## config.mk

```make
export PLATFORM = sky130hd
export DESIGN_NAME = iso8601_utc_timestamp_parser
export DESIGN_NICKNAME = d
export VERILOG_FILES = /design/src/design/iso_ts_pkg.sv /design/src/design/iso8601_utc_timestamp_parser.sv
export SDC_FILE = /design/constraint.sdc
export NUM_CORES = 1
export LEC_CHECK = 0
export ABC_AREA = 1
export BUFFER_PORTS_ARGS = -buffer_cell sky130_fd_sc_hd__clkbuf_2
export CAP_MARGIN = 20
export CORE_MARGIN = 2
export CORE_UTILIZATION = 63
export DETAILED_ROUTE_END_ITERATION = 10
export GPL_ROUTABILITY_DRIVEN = 0
export GPL_TIMING_DRIVEN = 0
export PLACE_DENSITY = 0.82
export SLEW_MARGIN = 20
export SYNTH_ARGS = -nofsm -noshare
export SYNTH_HDL_FRONTEND = slang
export SYNTH_SLANG_ARGS = --single-unit
```

## constraint.sdc

```tcl
create_clock -name clk -period 8.5 [get_ports clk]
set_clock_uncertainty 0.2 [all_clocks]
set_input_delay 0.85 -clock clk [delete_from_list [all_inputs] [get_ports clk]]
set_output_delay 0.85 -clock clk [all_outputs]
set_load 0.05 [all_outputs]
```

## src/design/iso_ts_pkg.sv

```systemverilog
// ----------------------------------------------------------------------------
// iso_ts_pkg: shared types and constants of the ISO-8601 timestamp parser
// Sequencer states, field codes, character codes and calendar tables.
// ----------------------------------------------------------------------------
package iso_ts_pkg;

    typedef enum logic [2:0] {
        ST_IDLE,
        ST_CHECK,
        ST_SECS,
        ST_FRAC,
        ST_MUL,
        ST_DONE
    } state_t;

    typedef logic [3:0] field_t;

    localparam field_t FLD_YEAR   = 4'd0;
    localparam field_t FLD_MONTH  = 4'd1;
    localparam field_t FLD_DAY    = 4'd2;
    localparam field_t FLD_HOUR   = 4'd3;
    localparam field_t FLD_MINUTE = 4'd4;
    localparam field_t FLD_SECOND = 4'd5;
    localparam field_t FLD_FRAC   = 4'd6;
    localparam field_t FLD_END    = 4'd7;

    localparam logic [7:0] CH_ZERO  = 8'h30;
    localparam logic [7:0] CH_NINE  = 8'h39;
    localparam logic [7:0] CH_DASH  = 8'h2D;
    localparam logic [7:0] CH_T     = 8'h54;
    localparam logic [7:0] CH_COLON = 8'h3A;
    localparam logic [7:0] CH_DOT   = 8'h2E;
    localparam logic [7:0] CH_Z     = 8'h5A;

    localparam logic [13:0] YEAR_MIN      = 14'd1970;
    localparam logic [13:0] YEAR_MAX      = 14'd2200;
    localparam logic [13:0] YEAR_CENT_A   = 14'd2100;
    localparam logic [13:0] YEAR_CENT_B   = 14'd2200;
    localparam logic [13:0] LEAP_BASE     = 14'd492;
    localparam logic [29:0] NS_PER_S      = 30'd1000000000;
    localparam logic [3:0]  FRAC_PLACES   = 4'd9;
    localparam logic [4:0]  MUL_TOP_BIT   = 5'd29;

    function automatic logic [8:0] days_before_month(input logic [3:0] mi);
        logic [8:0] r;
        unique case (mi)
            4'd0:    r = 9'd0;
            4'd1:    r = 9'd31;
            4'd2:    r = 9'd59;
            4'd3:    r = 9'd90;
            4'd4:    r = 9'd120;
            4'd5:    r = 9'd151;
            4'd6:    r = 9'd181;
            4'd7:    r = 9'd212;
            4'd8:    r = 9'd243;
            4'd9:    r = 9'd273;
            4'd10:   r = 9'd304;
            4'd11:   r = 9'd334;
            default: r = 9'd0;
        endcase
        return r;
    endfunction

    function automatic logic [4:0] month_length(input logic [3:0] mi);
        logic [4:0] r;
        unique case (mi)
            4'd1:                    r = 5'd28;
            4'd3, 4'd5, 4'd8, 4'd10: r = 5'd30;
            default:                 r = 5'd31;
        endcase
        return r;
    endfunction

    function automatic logic [7:0] separator(input field_t f);
        logic [7:0] r;
        unique case (f)
            FLD_YEAR, FLD_MONTH: r = CH_DASH;
            FLD_DAY:             r = CH_T;
            default:             r = CH_COLON;
        endcase
        return r;
    endfunction

endpackage

```

## src/design/iso8601_utc_timestamp_parser.sv

```systemverilog
// ----------------------------------------------------------------------------
// iso8601_utc_timestamp_parser: ISO-8601 UTC string to epoch nanoseconds
// Takes a timestamp string one character per transaction on the slave
// channel (s_tdata = character, s_tlast = final character) and returns a
// verdict and the time since 1970-01-01T00:00:00Z on the master channel
// (m_tuser = ok, m_tdata = nanoseconds, zero when rejected).
// The last character starts a small sequencer: a range/day check, a
// seconds step, a loop that scales the fraction digits kept (0..9) to
// nine places, a shift-add multiply by 10^9 over one 63-bit adder and a
// step to load the output register. A rejected string goes from the
// check straight to the output load. s_tready stays low from the last
// character until the result is loaded into the output register. While
// a result waits on m_tready, the next string is taken character by
// character; after its last character the sequencer holds the new
// result, with s_tready low, until the output register drains. Reset
// empties the output register and returns the parser to the start of a
// string.
// ----------------------------------------------------------------------------
module iso8601_utc_timestamp_parser #(
    parameter int FRACTION_DIGITS = 9
) (
    input  logic        clk,
    input  logic        rst_n,
    input  logic        s_tvalid,
    output logic        s_tready,
    input  logic [7:0]  s_tdata,   // [7:0] char_code
    input  logic        s_tlast,
    output logic        m_tvalid,
    input  logic        m_tready,
    output logic [63:0] m_tdata,   // [62:0] epoch_ns, [63] zero
    output logic        m_tuser    // [0] ok
);

    iso_ts_pkg::state_t state_reg, state_next;
    iso_ts_pkg::field_t field_reg, field_next;
    logic [2:0]  dcnt_reg, dcnt_next;
    logic [13:0] year_reg, year_next;
    logic [6:0]  month_reg, month_next;
    logic [6:0]  day_reg, day_next;
    logic [6:0]  hour_reg, hour_next;
    logic [6:0]  minute_reg, minute_next;
    logic [6:0]  second_reg, second_next;
    logic [29:0] frac_reg, frac_next;
    logic [3:0]  fdig_reg, fdig_next;
    logic        err_reg, err_next;
    logic [16:0] days_reg, days_next;
    logic [32:0] secs_reg, secs_next;
    logic [62:0] acc_reg, acc_next;
    logic [4:0]  bit_reg, bit_next;
    logic        ok_reg, ok_next;
    logic        m_tvalid_reg, m_tvalid_next;
    logic [63:0] m_tdata_reg, m_tdata_next;
    logic        m_tuser_reg, m_tuser_next;

    logic        accept;
    logic        is_dig;
    logic [3:0]  dig;
    logic [2:0]  dlimit;
    logic        out_free;
    logic        leap;
    logic        in_range;
    logic        day_ok;
    logic        ok_v;
    logic [3:0]  mi;
    logic [6:0]  max_day;
    logic [7:0]  yr_off;
    logic [5:0]  leaps;
    logic [16:0] days_v;

    assign s_tready = (state_reg == iso_ts_pkg::ST_IDLE);
    assign accept   = s_tvalid && s_tready;
    assign out_free = !m_tvalid_reg || m_tready;
    assign m_tvalid = m_tvalid_reg;
    assign m_tdata  = m_tdata_reg;
    assign m_tuser  = m_tuser_reg;

    assign is_dig = (s_tdata >= iso_ts_pkg::CH_ZERO) && (s_tdata <= iso_ts_pkg::CH_NINE);
    assign dig    = s_tdata[3:0];
    assign dlimit = (field_reg == iso_ts_pkg::FLD_YEAR) ? 3'd4 : 3'd2;

    assign mi   = 4'(month_reg - 7'd1);
    assign leap = (year_reg[1:0] == 2'b00) && (year_reg != iso_ts_pkg::YEAR_CENT_A)
                  && (year_reg != iso_ts_pkg::YEAR_CENT_B);
    assign in_range = !err_reg && (field_reg == iso_ts_pkg::FLD_END)
                      && (year_reg >= iso_ts_pkg::YEAR_MIN)
                      && (year_reg <= iso_ts_pkg::YEAR_MAX)
                      && (month_reg >= 7'd1) && (month_reg <= 7'd12)
                      && (hour_reg <= 7'd23) && (minute_reg <= 7'd59)
                      && (second_reg <= 7'd60);
    assign max_day = {2'b00, iso_ts_pkg::month_length(mi)}
                     + {6'd0, (month_reg == 7'd2) && leap};
    assign day_ok  = (day_reg >= 7'd1) && (day_reg <= max_day);
    assign ok_v    = in_range && day_ok;

    assign yr_off = 8'(year_reg - iso_ts_pkg::YEAR_MIN);
    assign leaps  = 6'(((year_reg - 14'd1) >> 2) - iso_ts_pkg::LEAP_BASE
                       - {13'd0, year_reg > iso_ts_pkg::YEAR_CENT_A});
    assign days_v = 17'(17'd365 * {9'd0, yr_off}) + {11'd0, leaps}
                    + {8'd0, iso_ts_pkg::days_before_month(mi)}
                    + {16'd0, (month_reg > 7'd2) && leap}
                    + {10'd0, 7'(day_reg - 7'd1)};

    always_comb
    begin
        state_next = state_reg;
        unique case (state_reg)
            iso_ts_pkg::ST_IDLE:
            begin
                if (accept && s_tlast)
                begin
                    state_next = iso_ts_pkg::ST_CHECK;
                end
            end
            iso_ts_pkg::ST_CHECK:
            begin
                state_next = ok_v ? iso_ts_pkg::ST_SECS : iso_ts_pkg::ST_DONE;
            end
            iso_ts_pkg::ST_SECS:
            begin
                state_next = iso_ts_pkg::ST_FRAC;
            end
            iso_ts_pkg::ST_FRAC:
            begin
                if (fdig_reg >= iso_ts_pkg::FRAC_PLACES)
                begin
                    state_next = iso_ts_pkg::ST_MUL;
                end
            end
            iso_ts_pkg::ST_MUL:
            begin
                if (bit_reg == 5'd0)
                begin
                    state_next = iso_ts_pkg::ST_DONE;
                end
            end
            iso_ts_pkg::ST_DONE:
            begin
                if (out_free)
                begin
                    state_next = iso_ts_pkg::ST_IDLE;
                end
            end
            default:
            begin
                state_next = iso_ts_pkg::ST_IDLE;
            end
        endcase
    end

    always_comb
    begin
        field_next    = field_reg;
        dcnt_next     = dcnt_reg;
        year_next     = year_reg;
        month_next    = month_reg;
        day_next      = day_reg;
        hour_next     = hour_reg;
        minute_next   = minute_reg;
        second_next   = second_reg;
        frac_next     = frac_reg;
        fdig_next     = fdig_reg;
        err_next      = err_reg;
        days_next     = days_reg;
        secs_next     = secs_reg;
        acc_next      = acc_reg;
        bit_next      = bit_reg;
        ok_next       = ok_reg;
        m_tvalid_next = m_tvalid_reg && !m_tready;
        m_tdata_next  = m_tdata_reg;
        m_tuser_next  = m_tuser_reg;

        unique case (state_reg)
            iso_ts_pkg::ST_IDLE:
            begin
                if (accept && !err_reg)
                begin
                    if (field_reg <= iso_ts_pkg::FLD_SECOND)
                    begin
                        if (is_dig)
                        begin
                            if (dcnt_reg >= dlimit)
                            begin
                                err_next = 1'b1;
                            end
                            else
                            begin
                                dcnt_next = 3'(dcnt_reg + 3'd1);
                                unique case (field_reg)
                                    iso_ts_pkg::FLD_YEAR:
                                        year_next = 14'(year_reg * 14'd10 + {10'd0, dig});
                                    iso_ts_pkg::FLD_MONTH:
                                        month_next = 7'(month_reg * 7'd10 + {3'd0, dig});
                                    iso_ts_pkg::FLD_DAY:
                                        day_next = 7'(day_reg * 7'd10 + {3'd0, dig});
                                    iso_ts_pkg::FLD_HOUR:
                                        hour_next = 7'(hour_reg * 7'd10 + {3'd0, dig});
                                    iso_ts_pkg::FLD_MINUTE:
                                        minute_next = 7'(minute_reg * 7'd10 + {3'd0, dig});
                                    default:
                                        second_next = 7'(second_reg * 7'd10 + {3'd0, dig});
                                endcase
                            end
                        end
                        else if (dcnt_reg == 3'd0)
                        begin
                            err_next = 1'b1;
                        end
                        else
                        begin
                            dcnt_next = 3'd0;
                            if (field_reg < iso_ts_pkg::FLD_SECOND)
                            begin
                                if (s_tdata == iso_ts_pkg::separator(field_reg))
                                begin
                                    field_next = 4'(field_reg + 4'd1);
                                end
                                else
                                begin
                                    err_next = 1'b1;
                                end
                            end
                            else if (s_tdata == iso_ts_pkg::CH_DOT)
                            begin
                                field_next = iso_ts_pkg::FLD_FRAC;
                            end
                            else if (s_tdata == iso_ts_pkg::CH_Z)
                            begin
                                field_next = iso_ts_pkg::FLD_END;
                            end
                            else
                            begin
                                err_next = 1'b1;
                            end
                        end
                    end
                    else if (field_reg == iso_ts_pkg::FLD_FRAC)
                    begin
                        if (is_dig)
                        begin
                            if (fdig_reg < 4'(FRACTION_DIGITS))
                            begin
                                frac_next = 30'(frac_reg * 30'd10 + {26'd0, dig});
                                fdig_next = 4'(fdig_reg + 4'd1);
                            end
                            if (dcnt_reg < 3'd7)
                            begin
                                dcnt_next = 3'(dcnt_reg + 3'd1);
                            end
                        end
                        else if ((s_tdata == iso_ts_pkg::CH_Z) && (dcnt_reg != 3'd0))
                        begin
                            field_next = iso_ts_pkg::FLD_END;
                        end
                        else
                        begin
                            err_next = 1'b1;
                        end
                    end
                    else
                    begin
                        err_next = 1'b1;
                    end
                end
            end
            iso_ts_pkg::ST_CHECK:
            begin
                ok_next   = ok_v;
                days_next = days_v;
                acc_next  = 63'd0;
                if (!ok_v)
                begin
                    frac_next = 30'd0;
                end
            end
            iso_ts_pkg::ST_SECS:
            begin
                secs_next = 33'({16'd0, days_reg} * 33'd86400)
                            + 33'({26'd0, hour_reg} * 33'd3600)
                            + 33'({26'd0, minute_reg} * 33'd60)
                            + {26'd0, second_reg};
            end
            iso_ts_pkg::ST_FRAC:
            begin
                if (fdig_reg < iso_ts_pkg::FRAC_PLACES)
                begin
                    frac_next = 30'(frac_reg * 30'd10);
                    fdig_next = 4'(fdig_reg + 4'd1);
                end
                else
                begin
                    bit_next = iso_ts_pkg::MUL_TOP_BIT;
                end
            end
            iso_ts_pkg::ST_MUL:
            begin
                acc_next = {acc_reg[61:0], 1'b0}
                           + (iso_ts_pkg::NS_PER_S[bit_reg] ? {30'd0, secs_reg} : 63'd0);
                bit_next = 5'(bit_reg - 5'd1);
            end
            iso_ts_pkg::ST_DONE:
            begin
                if (out_free)
                begin
                    m_tvalid_next = 1'b1;
                    m_tdata_next  = {1'b0, acc_reg + {33'd0, frac_reg}};
                    m_tuser_next  = ok_reg;
                    field_next    = iso_ts_pkg::FLD_YEAR;
                    dcnt_next     = 3'd0;
                    year_next     = 14'd0;
                    month_next    = 7'd0;
                    day_next      = 7'd0;
                    hour_next     = 7'd0;
                    minute_next   = 7'd0;
                    second_next   = 7'd0;
                    frac_next     = 30'd0;
                    fdig_next     = 4'd0;
                    err_next      = 1'b0;
                end
            end
            default:
            begin
                err_next = err_reg;
            end
        endcase
    end

    always_ff @(posedge clk or negedge rst_n)
    begin
        if (!rst_n)
        begin
            state_reg    <= iso_ts_pkg::ST_IDLE;
            field_reg    <= iso_ts_pkg::FLD_YEAR;
            dcnt_reg     <= 3'd0;
            year_reg     <= 14'd0;
            month_reg    <= 7'd0;
            day_reg      <= 7'd0;
            hour_reg     <= 7'd0;
            minute_reg   <= 7'd0;
            second_reg   <= 7'd0;
            frac_reg     <= 30'd0;
            fdig_reg     <= 4'd0;
            err_reg      <= 1'b0;
            m_tvalid_reg <= 1'b0;
        end
        else
        begin
            state_reg    <= state_next;
            field_reg    <= field_next;
            dcnt_reg     <= dcnt_next;
            year_reg     <= year_next;
            month_reg    <= month_next;
            day_reg      <= day_next;
            hour_reg     <= hour_next;
            minute_reg   <= minute_next;
            second_reg   <= second_next;
            frac_reg     <= frac_next;
            fdig_reg     <= fdig_next;
            err_reg      <= err_next;
            m_tvalid_reg <= m_tvalid_next;
        end
    end

    always_ff @(posedge clk)
    begin
        days_reg    <= days_next;
        secs_reg    <= secs_next;
        acc_reg     <= acc_next;
        bit_reg     <= bit_next;
        ok_reg      <= ok_next;
        m_tdata_reg <= m_tdata_next;
        m_tuser_reg <= m_tuser_next;
    end

endmodule
```

==> reports/results.txt <==
Die ar. = 50740 um2
Router iterations before antenna repair = 6
Min Tclk post-route = 7.251 ns
Drt total wl = 76310 um
Endpoints failing hold = 0
Final setup fails = 0
Reg-to-reg endpoint = days_reg[16]
Primary FF master, synth = edfxtp_1
Dpl hpwl = 61590 um
Final setup TNS = 0 ns
Remaining DRCs = 0
Min-Delay Path Class = flip-flop to flip-flop
H-tree levels = 2
Die X = 225.3 um
Worst reg2reg path depth = 28
ANT nets after route = 0
Yosys top cell area share = 17.82%
Synth Net Count = 4612
Crit path max fanout = 10
CP delay by family, top = adder cells
Number of buffers created by CTS = 35
Seq/Total Area, Yosys = 25.59%
Commonest cells in the netlist = 805 x nand2_1, 741 x inv_1, 439 x ha_1
Worst R2R Setup Slack = 1.25 ns
Cells on Worst Hold Path = 0
Largest cells by area after synthesis = edfxtp_1 18%, ha_1 18%, nand2_1 9.8%, inv_1 9.0%, dfrtp_1 7.7%
Synth Warn # = 0
First DRT Iteration DRCs = 2091
Slowest Stage Delay on Critical Path = 0.67 ns
Clk pin slew, worst setup/hold paths = 0.06 ns
Layout cell share with drive strength beyond 1 = 6.627%
Area growth, synth to finish = 8.394%
Worst Hold Path EP = m_tuser
Core ar. = 48650 um2
Max Fclk = 0.1379 GHz
Nets = 4735
MaxCap Viol Count = 0
Fill count = 3895
Synth Instances = 4046
Port bufs = 78
Min-delay src = ok_reg
Slew margin rel. = 46.40%
Global-route wire length before repair = 126200 um
Setup crit end kind = flip-flop
CP arrival = 7.34 ns
Top Ports = 80
Initial Util = 63.40%
Worst slew pin tran = 0.8040 ns
Worst skew pair latency = 0.58 ns
Most common cell in the netlist = nand2_1
CTS Root Cell = clkbuf_16
Post-synth EDFFs = 183
Critical path class = flip-flop to flip-flop
Mapped Area = 30840 um2
Final Slew Violations = 0
Largest net degree at the start of global routing = 81
CTS tree = done
RSZ-0062 raised after global routing = false
Post-route clock period utilization = 85.31%
Number of clock sinks = 279
CP required = 8.59 ns
Worst path most repeated cell = inv_1
Die Y = 225.3 um
Flops & latches, synth = 279
Total grt overflow = 0
Vias = 27330
Unique masters post-synth = 69
Ys async rst share = 34.05%
Vias in the first global route = 26680
Buf/Inv on CP = 6
Yosys top cell by area = edfxtp_1
Initial antenna violation count = 1
CP startpoint kind = flip-flop
Outcome = finished, final reports clean
Mean Syn Cell Area = 7.623 um2
CP max-delay cell = dfrtp_1
Clock Path Buffers = 3
Via/cell ratio = 5.672
Total global routing track utilization = 30.58%
R2R Path Start = year_reg[0]
Rows = 81
Drt wl/cell = 15.84 um
[layer usage]
metal | track usage [%] | share of wire [%] | vias to the layer above
li1 | - | - | 13540
met1 | 36.46 | 40 | 12600
met3 | 3.403 | 5.5 | 238
met4 | 16.86 | 5.7 | 0
met5 | 0 | 0 | -
met2 | 53.93 | 49 | 944
[per-stage QoR]
stage               area [um2]  utilization, %  std cells  worst slack (ns)  hold WS [ns]
floorplan                30840               -       4046             2.065        0.2003
detailed placement       32200           66.19       4753             1.239        0.2511
global route             33430           68.71       4817            0.7402        0.2705
finish                   33430           68.72       4818             1.249        0.2617
global placement         32010           65.80       4746           0.06011        0.2514
CTS                      33430           68.71       4817             1.244        0.2648
[area by class of cell]
cell class                 count  area (um2)  area share, %
clock buffer                  41       918.4          2.747
multi-input combinational   2967       19950          59.67
inverter                     768        2883          8.623
timing repair buffer          86       563.0          1.684
buffer                        32       146.4         0.4379
clock inverter                22       297.8         0.8908
antenna                        1       2.502       0.007486
tap                          622       778.2          2.328
sequential                   279        7893          23.61
[worst max path at each step]
stage                            start           end  cells past startpoint
after global placement    state_reg[1]   acc_reg[22]                      3
after CTS                  year_reg[0]  days_reg[16]                     28
after floorplan            year_reg[6]  days_reg[16]                     31
final                      year_reg[0]  days_reg[16]                     28
after global routing       year_reg[6]  days_reg[16]                     31
after detailed placement   year_reg[0]  days_reg[16]                     28
[what timing repair did]
action,4_1_cts,5_1_grt
hold buffers,1,0
gates resized for setup,0,0
buffers inserted,0,0
endpoints found under the hold margin,15,0
[worst reg2reg max path: cells and delay by family, from the launching register on]
kind                     cells  cell delay [ns]
adder cells (fa/ha/maj)     10             3.65
XOR/XNOR                     2             0.24
buffers and inverters        6             0.54
AO/OA/AOI/OAI                6             1.34
flip-flops                   1             0.67
AND/OR/NAND/NOR              4             0.35
[placed cells by master, fill, tap and decap left out, drive strengths merged, types with 15 or more instances in the layout]
cell    count
nor4       22
o22ai      16
nand3     183
a21oi     306
fa        114
a21o       15
xnor2      76
o21ai     213
clkbuf    138
nand2     838
nor3       62
nand4      45
nor2      367
buf        20
inv       767
ha        439
edfxtp    183
xor2      114
o21a       26
a31oi      42
dfrtp      95
[cell families (layout without fill, tap and decap cells)]
logic type	count (synthesis)	after routing	share of synthesized area [%]
buf+inv	800	949	9.822
other cells	1	2	0.01216
xor+xnor	190	190	5.444
flops	279	279	25.59
fa+ha+maj	553	553	25.21
compound gates	679	679	12.35
simple gates	1544	1544	21.57
Power is not shown: default switching activity piles up to over one toggle a cycle in this logic, so the estimate is an artifact.
